File: src/sv/programmable_fsm_table_engine_top_assert.svh
// ----------------------------------------------------------------------------
// programmable fsm table engine assertion macros
// concurrent checks clocked on clock, held off while reset is high
// ----------------------------------------------------------------------------
`ifndef PROGRAMMABLE_FSM_TABLE_ENGINE_TOP_ASSERT_SVH
`define PROGRAMMABLE_FSM_TABLE_ENGINE_TOP_ASSERT_SVH

// same-cycle implication
`define PFSM_ASSERT_NOW(label, ante, cons, msg) \
   label: assert property (@(posedge clock) disable iff (reset) (ante) |-> (cons)) \
      else $error(msg);

// next-cycle implication
`define PFSM_ASSERT_NEXT(label, ante, cons, msg) \
   label: assert property (@(posedge clock) disable iff (reset) (ante) |=> (cons)) \
      else $error(msg);

`endif

File: src/sv/pfsm_pkg.sv
// ----------------------------------------------------------------------------
// pfsm_pkg
// types, codes and sizes shared by the programmable fsm table engine
// ----------------------------------------------------------------------------
package pfsm_pkg;

   // table geometry
   localparam int STATE_CAP   = 16;
   localparam int EVENT_CAP   = 16;
   localparam int ACTION_BITS = 4;
   localparam int CELL_COUNT  = STATE_CAP * EVENT_CAP;
   localparam int ADDR_BITS   = $clog2(CELL_COUNT);

   // field widths
   localparam int KIND_BITS      = 3;
   localparam int STATE_BITS     = 4;
   localparam int EVENT_BITS     = 4;
   localparam int CFG_BITS       = 5;
   localparam int CSR_INDEX_BITS = 1;
   // cell layout: valid mark, next state, action
   localparam int CELL_BITS      = 1 + STATE_BITS + ACTION_BITS;

   // request kinds
   localparam logic [KIND_BITS-1:0] KIND_EVENT       = 3'd0;
   localparam logic [KIND_BITS-1:0] KIND_WRITE       = 3'd1;
   localparam logic [KIND_BITS-1:0] KIND_FORCE       = 3'd2;
   localparam logic [KIND_BITS-1:0] KIND_RESET_STATE = 3'd3;
   localparam logic [KIND_BITS-1:0] KIND_CLEAR       = 3'd4;

   // result status
   localparam logic STATUS_OK     = 1'b0;
   localparam logic STATUS_REJECT = 1'b1;

   // register indexes
   localparam logic [CSR_INDEX_BITS-1:0] CSR_NUM_STATES = 1'b0;
   localparam logic [CSR_INDEX_BITS-1:0] CSR_NUM_EVENTS = 1'b1;

   typedef struct packed {
      logic [KIND_BITS-1:0]   kind;
      logic [EVENT_BITS-1:0]  event_req;
      logic [STATE_BITS-1:0]  state_index;
      logic [STATE_BITS-1:0]  dest_state;
      logic [ACTION_BITS-1:0] action_code;
   } req_payload_type;

   typedef struct packed {
      logic                   status;
      logic [STATE_BITS-1:0]  present_state;
      logic                   action_fired;
      logic [ACTION_BITS-1:0] action_out;
   } rsp_payload_type;

   typedef enum logic [2:0] {
      ST_IDLE  = 3'b001,
      ST_LOOK  = 3'b010,
      ST_CLEAR = 3'b100
   } seq_state_type;

   // flat table address of a (state, event) cell
   function automatic logic [ADDR_BITS-1:0] cell_index(
      input logic [STATE_BITS-1:0] s,
      input logic [EVENT_BITS-1:0] e
   );
      cell_index = ADDR_BITS'(s) * ADDR_BITS'(EVENT_CAP) + ADDR_BITS'(e);
   endfunction

endpackage

File: src/sv/pfsm_ram.sv
// ----------------------------------------------------------------------------
// pfsm_ram
// generic simple dual-port ram, one write port, one registered read port
// ----------------------------------------------------------------------------
module pfsm_ram #(
   parameter int WIDTH = 8,
   parameter int DEPTH = 256
) (
   input  logic                     clock,
   input  logic                     wr_en,
   input  logic [$clog2(DEPTH)-1:0] wr_addr,
   input  logic [WIDTH-1:0]         wr_data,
   input  logic [$clog2(DEPTH)-1:0] rd_addr,
   output logic [WIDTH-1:0]         rd_data
);

   logic [WIDTH-1:0] mem_ff [DEPTH];
   logic [WIDTH-1:0] rd_data_ff;

   always_ff @(posedge clock) begin
      if (wr_en) begin
         mem_ff[wr_addr] <= wr_data;
      end
      rd_data_ff <= mem_ff[rd_addr];
   end

   assign rd_data = rd_data_ff;

endmodule

File: src/sv/programmable_fsm_table_engine_top.sv
// ----------------------------------------------------------------------------
// programmable_fsm_table_engine_top
// table-driven state machine with a programmable transition table
// ----------------------------------------------------------------------------
// channels: req_ carries one command beat (event, transition write, force,
// state reset, table clear); rsp_ returns exactly one result beat per
// command; csr_ writes num_states (index 0) and num_events (index 1), always
// ready; the user must write it only while no command is in flight (not
// enforced). table: one 256 x 9 ram (valid mark, next state, action) with
// a registered read; an event reads the cell at the current state and
// event. results: an event's result is registered after the ram read and
// the ST_LOOK step that applies the cell; every other command shows its
// result the cycle after accept. throughput: an event holds off new beats
// until its lookup is done; other commands but a clear, one per cycle while
// rsp_ready is high. table clear: the result comes the cycle after accept,
// then a walk writes all 256 cells, holding req_ready low while it runs.
// the result register decouples the channels: a new beat is taken while the
// previous result is being taken; when rsp_ready stays low the block holds
// the result and stops taking beats. reset: state 0, both counts 16; when
// reset drops the walk clears all valid marks before the first beat.
// ----------------------------------------------------------------------------
`include "programmable_fsm_table_engine_top_assert.svh"

module programmable_fsm_table_engine_top
   import pfsm_pkg::*;
(
   input  logic                      clock,
   input  logic                      reset,
   input  logic                      req_valid,
   output logic                      req_ready,
   input  req_payload_type           req_payload,
   output logic                      rsp_valid,
   input  logic                      rsp_ready,
   output rsp_payload_type           rsp_payload,
   input  logic                      csr_valid,
   output logic                      csr_ready,
   input  logic [CSR_INDEX_BITS-1:0] csr_index,
   input  logic [CFG_BITS-1:0]       csr_wdata
);

   // control state
   seq_state_type          state_ff, state_in;
   logic [STATE_BITS-1:0]  machine_state_ff, machine_state_in;
   logic [ADDR_BITS-1:0]   clr_addr_ff, clr_addr_in;
   logic [CFG_BITS-1:0]    num_states_ff, num_events_ff;
   logic                   rsp_valid_ff, rsp_valid_in;
   rsp_payload_type        rsp_payload_ff, rsp_payload_in;
   logic                   look_ok_ff, look_ok_in;

   // request decode
   logic                   out_free;
   logic                   req_fire;
   logic                   ev_ok, st_ok, nx_ok;
   logic                   wr_ok;
   logic                   clearing;
   logic                   wr_en;
   logic [ADDR_BITS-1:0]   rd_addr, wr_addr;
   logic [CELL_BITS-1:0]   wr_data, rd_data;
   logic                   cell_valid;
   logic [STATE_BITS-1:0]  cell_next;
   logic [ACTION_BITS-1:0] cell_action;
   logic                   look_hit;
   logic                   look_miss;

   // result slot is free if empty or being drained this cycle
   assign out_free  = !rsp_valid_ff || rsp_ready;
   assign req_ready = (state_ff == ST_IDLE) && out_free;
   assign req_fire  = req_valid && req_ready;

   // range checks against the programmed counts
   assign ev_ok = {1'b0, req_payload.event_req}   < num_events_ff;
   assign st_ok = {1'b0, req_payload.state_index} < num_states_ff;
   assign nx_ok = {1'b0, req_payload.dest_state}  < num_states_ff;
   assign wr_ok = (req_payload.kind == KIND_WRITE) && st_ok && ev_ok && nx_ok;

   // table access: read at current state, write at the named source state,
   // or at the walk address while the table is being cleared
   assign clearing = (state_ff == ST_CLEAR);
   assign rd_addr  = cell_index(machine_state_ff, req_payload.event_req);
   assign wr_addr  = clearing ? clr_addr_ff
                              : cell_index(req_payload.state_index, req_payload.event_req);
   assign wr_data  = clearing ? '0
                              : {1'b1, req_payload.dest_state, req_payload.action_code};
   assign wr_en    = clearing || (req_fire && wr_ok);

   pfsm_ram #(
      .WIDTH (CELL_BITS),
      .DEPTH (CELL_COUNT)
   ) u_table (
      .clock   (clock),
      .wr_en   (wr_en),
      .wr_addr (wr_addr),
      .wr_data (wr_data),
      .rd_addr (rd_addr),
      .rd_data (rd_data)
   );

   // cell fields as read back in the cycle after the event was taken
   assign cell_valid  = rd_data[CELL_BITS-1];
   assign cell_next   = rd_data[ACTION_BITS +: STATE_BITS];
   assign cell_action = rd_data[ACTION_BITS-1:0];
   assign look_hit    = look_ok_ff && cell_valid;
   assign look_miss   = (state_ff == ST_LOOK) && !look_hit;

   always_comb begin
      state_in         = state_ff;
      machine_state_in = machine_state_ff;
      clr_addr_in      = clr_addr_ff;
      look_ok_in       = look_ok_ff;
      rsp_valid_in     = rsp_valid_ff && !rsp_ready;
      rsp_payload_in   = rsp_payload_ff;
      case (state_ff)
         ST_IDLE: begin
            if (req_fire) begin
               rsp_payload_in.status       = STATUS_REJECT;
               rsp_payload_in.action_fired = 1'b0;
               rsp_payload_in.action_out   = '0;
               case (req_payload.kind)
                  KIND_EVENT: begin
                     // capture the range check, cell data comes next cycle
                     look_ok_in = ev_ok;
                     state_in   = ST_LOOK;
                  end
                  KIND_WRITE: begin
                     if (wr_ok) begin
                        rsp_payload_in.status = STATUS_OK;
                     end
                  end
                  KIND_FORCE: begin
                     if (st_ok) begin
                        machine_state_in      = req_payload.state_index;
                        rsp_payload_in.status = STATUS_OK;
                     end
                  end
                  KIND_RESET_STATE: begin
                     machine_state_in      = '0;
                     rsp_payload_in.status = STATUS_OK;
                  end
                  KIND_CLEAR: begin
                     // answer now, then walk every cell
                     machine_state_in      = '0;
                     clr_addr_in           = '0;
                     state_in              = ST_CLEAR;
                     rsp_payload_in.status = STATUS_OK;
                  end
                  default: begin
                     // unknown kind: rejected, nothing changes
                  end
               endcase
               rsp_payload_in.present_state = machine_state_in;
               if (req_payload.kind != KIND_EVENT) begin
                  rsp_valid_in = 1'b1;
               end
            end
         end
         ST_LOOK: begin
            state_in     = ST_IDLE;
            rsp_valid_in = 1'b1;
            if (look_hit) begin
               machine_state_in            = cell_next;
               rsp_payload_in.status       = STATUS_OK;
               rsp_payload_in.action_out   = cell_action;
               rsp_payload_in.action_fired = (cell_action != '0);
            end
            rsp_payload_in.present_state = machine_state_in;
         end
         ST_CLEAR: begin
            clr_addr_in = clr_addr_ff + 1'b1;
            if (clr_addr_ff == ADDR_BITS'(CELL_COUNT - 1)) begin
               state_in = ST_IDLE;
            end
         end
         default: begin
            state_in = ST_IDLE;
         end
      endcase
   end

   always_ff @(posedge clock) begin
      if (reset) begin
         state_ff         <= ST_CLEAR;
         machine_state_ff <= '0;
         clr_addr_ff      <= '0;
         rsp_valid_ff     <= 1'b0;
      end else begin
         state_ff         <= state_in;
         machine_state_ff <= machine_state_in;
         clr_addr_ff      <= clr_addr_in;
         rsp_valid_ff     <= rsp_valid_in;
      end
   end

   // payload registers, no reset
   always_ff @(posedge clock) begin
      rsp_payload_ff <= rsp_payload_in;
      look_ok_ff     <= look_ok_in;
   end

   // configuration registers, out-of-range values are dropped
   assign csr_ready = 1'b1;

   always_ff @(posedge clock) begin
      if (reset) begin
         num_states_ff <= CFG_BITS'(STATE_CAP);
         num_events_ff <= CFG_BITS'(EVENT_CAP);
      end else if (csr_valid && csr_ready) begin
         case (csr_index)
            CSR_NUM_STATES: begin
               if (csr_wdata != '0 && csr_wdata <= CFG_BITS'(STATE_CAP)) begin
                  num_states_ff <= csr_wdata;
               end
            end
            CSR_NUM_EVENTS: begin
               if (csr_wdata != '0 && csr_wdata <= CFG_BITS'(EVENT_CAP)) begin
                  num_events_ff <= csr_wdata;
               end
            end
            default: begin
            end
         endcase
      end
   end

   assign rsp_valid   = rsp_valid_ff;
   assign rsp_payload = rsp_payload_ff;

   // a lookup always ends in a result beat
   `PFSM_ASSERT_NEXT(a_look_gives_rsp, state_ff == ST_LOOK, rsp_valid_ff, "lookup gave no result")
   // no new beat while a lookup or a clear walk is running
   `PFSM_ASSERT_NOW(a_busy_no_accept, state_ff != ST_IDLE, !req_ready, "beat taken while busy")
   // non-event commands answer on the next cycle
   `PFSM_ASSERT_NEXT(a_direct_rsp, req_fire && state_in != ST_LOOK, rsp_valid_ff, "result missing")
   // a rejected event leaves the machine state alone
   `PFSM_ASSERT_NEXT(a_miss_holds_state, look_miss, $stable(machine_state_ff), "rejected event moved state")

endmodule

File: config.mk
export PLATFORM = sky130hd
export DESIGN_NAME = programmable_fsm_table_engine_top
export DESIGN_NICKNAME = d
export VERILOG_FILES = /design/src/sv/pfsm_pkg.sv /design/src/sv/pfsm_ram.sv /design/src/sv/programmable_fsm_table_engine_top.sv
export VERILOG_INCLUDE_DIRS = /design/src /design/src/sv
export SDC_FILE = /design/constraint.sdc
export NUM_CORES = 2
export LEC_CHECK = 0
export BUFFER_PORTS_ARGS = -buffer_cell sky130_fd_sc_hd__buf_2
export CORE_UTILIZATION = 47
export CTS_CLUSTER_DIAMETER = 100
export DETAILED_ROUTE_END_ITERATION = 16
export GPL_TIMING_DRIVEN = 0
export PLACE_DENSITY = 0.61
export RECOVER_POWER = 50
export SLEW_MARGIN = 20
export SYNTH_ARGS = -nofsm -noshare
export SYNTH_HDL_FRONTEND = slang
export SYNTH_SLANG_ARGS = --single-unit
export TNS_END_PERCENT = 100
File: constraint.sdc
create_clock -name clock -period 8.6 [get_ports clock]
set_input_delay 1.29 -clock clock [delete_from_list [all_inputs] [get_ports clock]]
set_output_delay 1.29 -clock clock [all_outputs]
set_load 0.03 [all_outputs]
==> summary.txt <==
Critical path
  – Crit path launch type: flip-flop
  – Reg2reg start: state_ff[2]$_SDFFE_PP1P_
  – R2R cell count: 7
  – Critical path class: reg -> reg
  – Crit path launch: state_ff[2]$_SDFFE_PP1P_
  – Worst reg2reg endpoint: u_table.mem_ff[145][4]$_DFFE_PP_
  – Flop2flop setup slack: 1.75 ns
  – Critical path capture point: u_table.mem_ff[145][4]$_DFFE_PP_
  – Crit path DAT: 7.45 ns
  – Crit. End Element: flip-flop
  – Critical Path RT: 9.20 ns
  – Worst-path maximum fanout: 68

CTS
  – Worst-path clk slew: 0.06 ns
  – Worst skew pair latency: 0.88 ns
  – Htree depth: 4
  – Inserted Clock Buffers: 230
  – Quantity of hold-fixing buffers added after cts: 0
  – Clock Sinks: 2,350
  – Root Driver: clkbuf_16
  – Post-CTS Setup Bufs: 0
  – Bufs on Longest Clock Path: 3
  – Post-CTS sizing: 0
  – CTS tree: done

Logic synthesis
  – Yosys warnings: 0
  – Post-synthesis sequential area ratio: 76.9%
  – Post-synth top flop: edfxtp_1
  – Top post-synthesis cells by area: edfxtp_1, mux4_2, a21oi_1
  – Share of Yosys cell area claimed by the top area cell type: 76.2%
  – Net Count, Synth: 4,362
  – Register bit total from synthesis: 2,350
  – Mapped Cells: 4,322
  – Number of library cell types mapped by synthesis: 55
  – Syn Area/Cell: 21.1 um^2
  – Asr flop ratio synth: 0%
  – Count leader, synth: edfxtp_1
  – Synth Cell Area: 0.0913 mm^2
  – Dominant cell type by area after synthesis: edfxtp_1
  – Synth top cells by count: edfxtp_1, mux4_2, a21oi_1, clkbuf_1, a22oi_1
  – Post-synth EDFFs: 2,315

Power
  – Power per standard cell area: 238 mW/mm^2
  – P_leak: 32.2 nW
  – Pwr Total: 24.7 mW
  – Worst-case vdd ir drop: 179 uV

Timing
  – Final setup viols: 0
  – Tmin final: 6.85 ns
  – Unrepaired setup endpoints after global routing: no
  – Clock Skew: 0.0626 ns
  – Tcrit/Tclk final: 79.6%
  – Worst slew pin tran: 3.33 ns
  – Max Freq: 0.146 GHz
  – TNS Setup: 0 ns
  – Max Transition Viols Final: 406
  – Rel. slew slack: -122%
  – Final Hold Fails: 0
  – Final worst slack: 1.75 ns
  – Fin Hold WS: 0.480 ns

Outcome
  – Status: complete, but fails checks
  – Failing checks: capacitance limit, slew limit

Floorplanning
  – # rows: 161
  – IO Pins: 43
  – Core Region: 0.193 mm^2
  – Die H: 443 um
  – Die X: 443 um
  – Total die area: 0.196 mm^2
  – Initial Util: 47.4%

Global route
  – Vias in the first global route: 46.7k
  – GRT Total Usage: 27.5%
  – Antenna violations before repair: 12
  – GRT overflow: 0
  – Largest net degree at the start of global routing: 121
  – First-pass GRT wire length: 371,000 um

Finish
  – Share of cells above drive strength 1: 27.1%
  – Total Nets Final: 4,679
  – Area grow syn2layout: 13.8%

Detailed routing
  – WL/cell: 36.9 um
  – Via-per-instance ratio: 6.48
  – 1st-pass router iterations: 8
  – # DRC: 0
  – Starting DRT DRC Count: 6,962
  – Vias: 47.8k
  – Final ANT Viol Nets: 0
  – Routed wire length: 272,000 um

Placed design
  – Routability congestion estimate: 0.906
  – Pre-CTS WS: 1.71 ns
  – Dpl hpwl: 180,000 um
  – IO buf count: 40

Worst hold path
  – Worst Hold Launch: num_events_ff[4]$_SDFFE_PP1P_
  – Worst hold path type: reg -> reg

Flow run
  – Max-cap violations: 10
[cells in the final DEF (no fill, tap or decap), drive strengths merged, types with 16 or more instances in the layout]
master and count:
buf 192, nor2 90, inv 23, bufinv 22, a221oi 38, a21oi 353, dfxtp 35, mux4 572
clkbuf 453, o21ai 25, clkinv 113, or4 16, nor4 20, o22ai 22, a22o 54, nand2 139
a22oi 142, mux2i 51, edfxtp 2315
[registers in the layout, indices dropped and copies added, names as in the netlist]
signal	cells
num_events_ff	5
look_ok_ff	1
num_states_ff	5
rsp_payload	10
machine_state_ff	4
state_ff	3
rsp_valid	1
u_table.rd_data	9
u_table.mem_ff	2304
clr_addr_ff	8
[cell families after synthesis]
logic type	Yosys count	synth area share, %
XOR/XNOR	7	0.0672
buffers and inverters	292	1.54
AO/OA/AOI/OAI	681	4.78
adder cells (fa/ha/maj)	10	0.137
other	1	0.00411
multiplexers	625	14.7
AND/OR/NAND/NOR	356	1.86
flip-flops	2350	76.9
[layer usage]
metal	routed length, um	track usage, %	up-vias
li1	-	-	19000
met1	104000	37.7	25400
met2	127000	42.3	2949
met3	27800	6.40	542
met4	13800	12.4	6
met5	29	0	-
[stage by stage]
stage	area (um^2)	std cells	utilization [%]
after floorplan	91300	4322	-
after global placement	94600	6888	49.1
after detailed placement	96300	6933	49.9
after CTS	104000	7371	53.8
after global routing	104000	7372	53.9
final	104000	7379	53.9
[cell type report]
class / instances / area (um^2)
antenna: 8 / 20.0
buffer: 272 / 1360
clock buffer: 288 / 6120
clock inverter: 150 / 1410
fill: 14800 / 88900
inverter: 20 / 75.1
multi-input combinational: 1680 / 20400
sequential: 2350 / 70200
tap: 2526 / 3160
timing repair buffer: 85 / 1080
[how the worst min path moves through the flow]
stage / end / slack (ns) / cells past startpoint
2_1_floorplan: num_events_ff[4]$_SDFFE_PP1P_ / 0.44 / 1
3_3_place_gp: num_events_ff[4]$_SDFFE_PP1P_ / 0.46 / 1
4_1_cts: machine_state_ff[3]$_SDFFE_PP0P_ / 0.48 / 2
5_1_grt: num_events_ff[4]$_SDFFE_PP1P_ / 0.52 / 1
6_report: num_events_ff[4]$_SDFFE_PP1P_ / 0.48 / 1
3_5_place_dp: num_events_ff[4]$_SDFFE_PP1P_ / 0.47 / 1
[report_power, final]
| part | switching (mW) | internal, mW |
|---|---|---|
| combinational | 1.27 | 0.489 |
| sequential | 0.0224 | 12.9 |
| clock | 4.38 | 5.70 |
| total | 5.67 | 19.1 |
[worst max-delay path: stages, from the launching register on]
cell      delay, ns
dfxtp_1        0.35
nor3b_1        0.19
inv_1          0.11
clkbuf_1       0.43
clkbuf_1       1.82
and2_0         1.57
clkbuf_1       1.60
buf_16         0.32
Power figures use the tool's default switching activity.
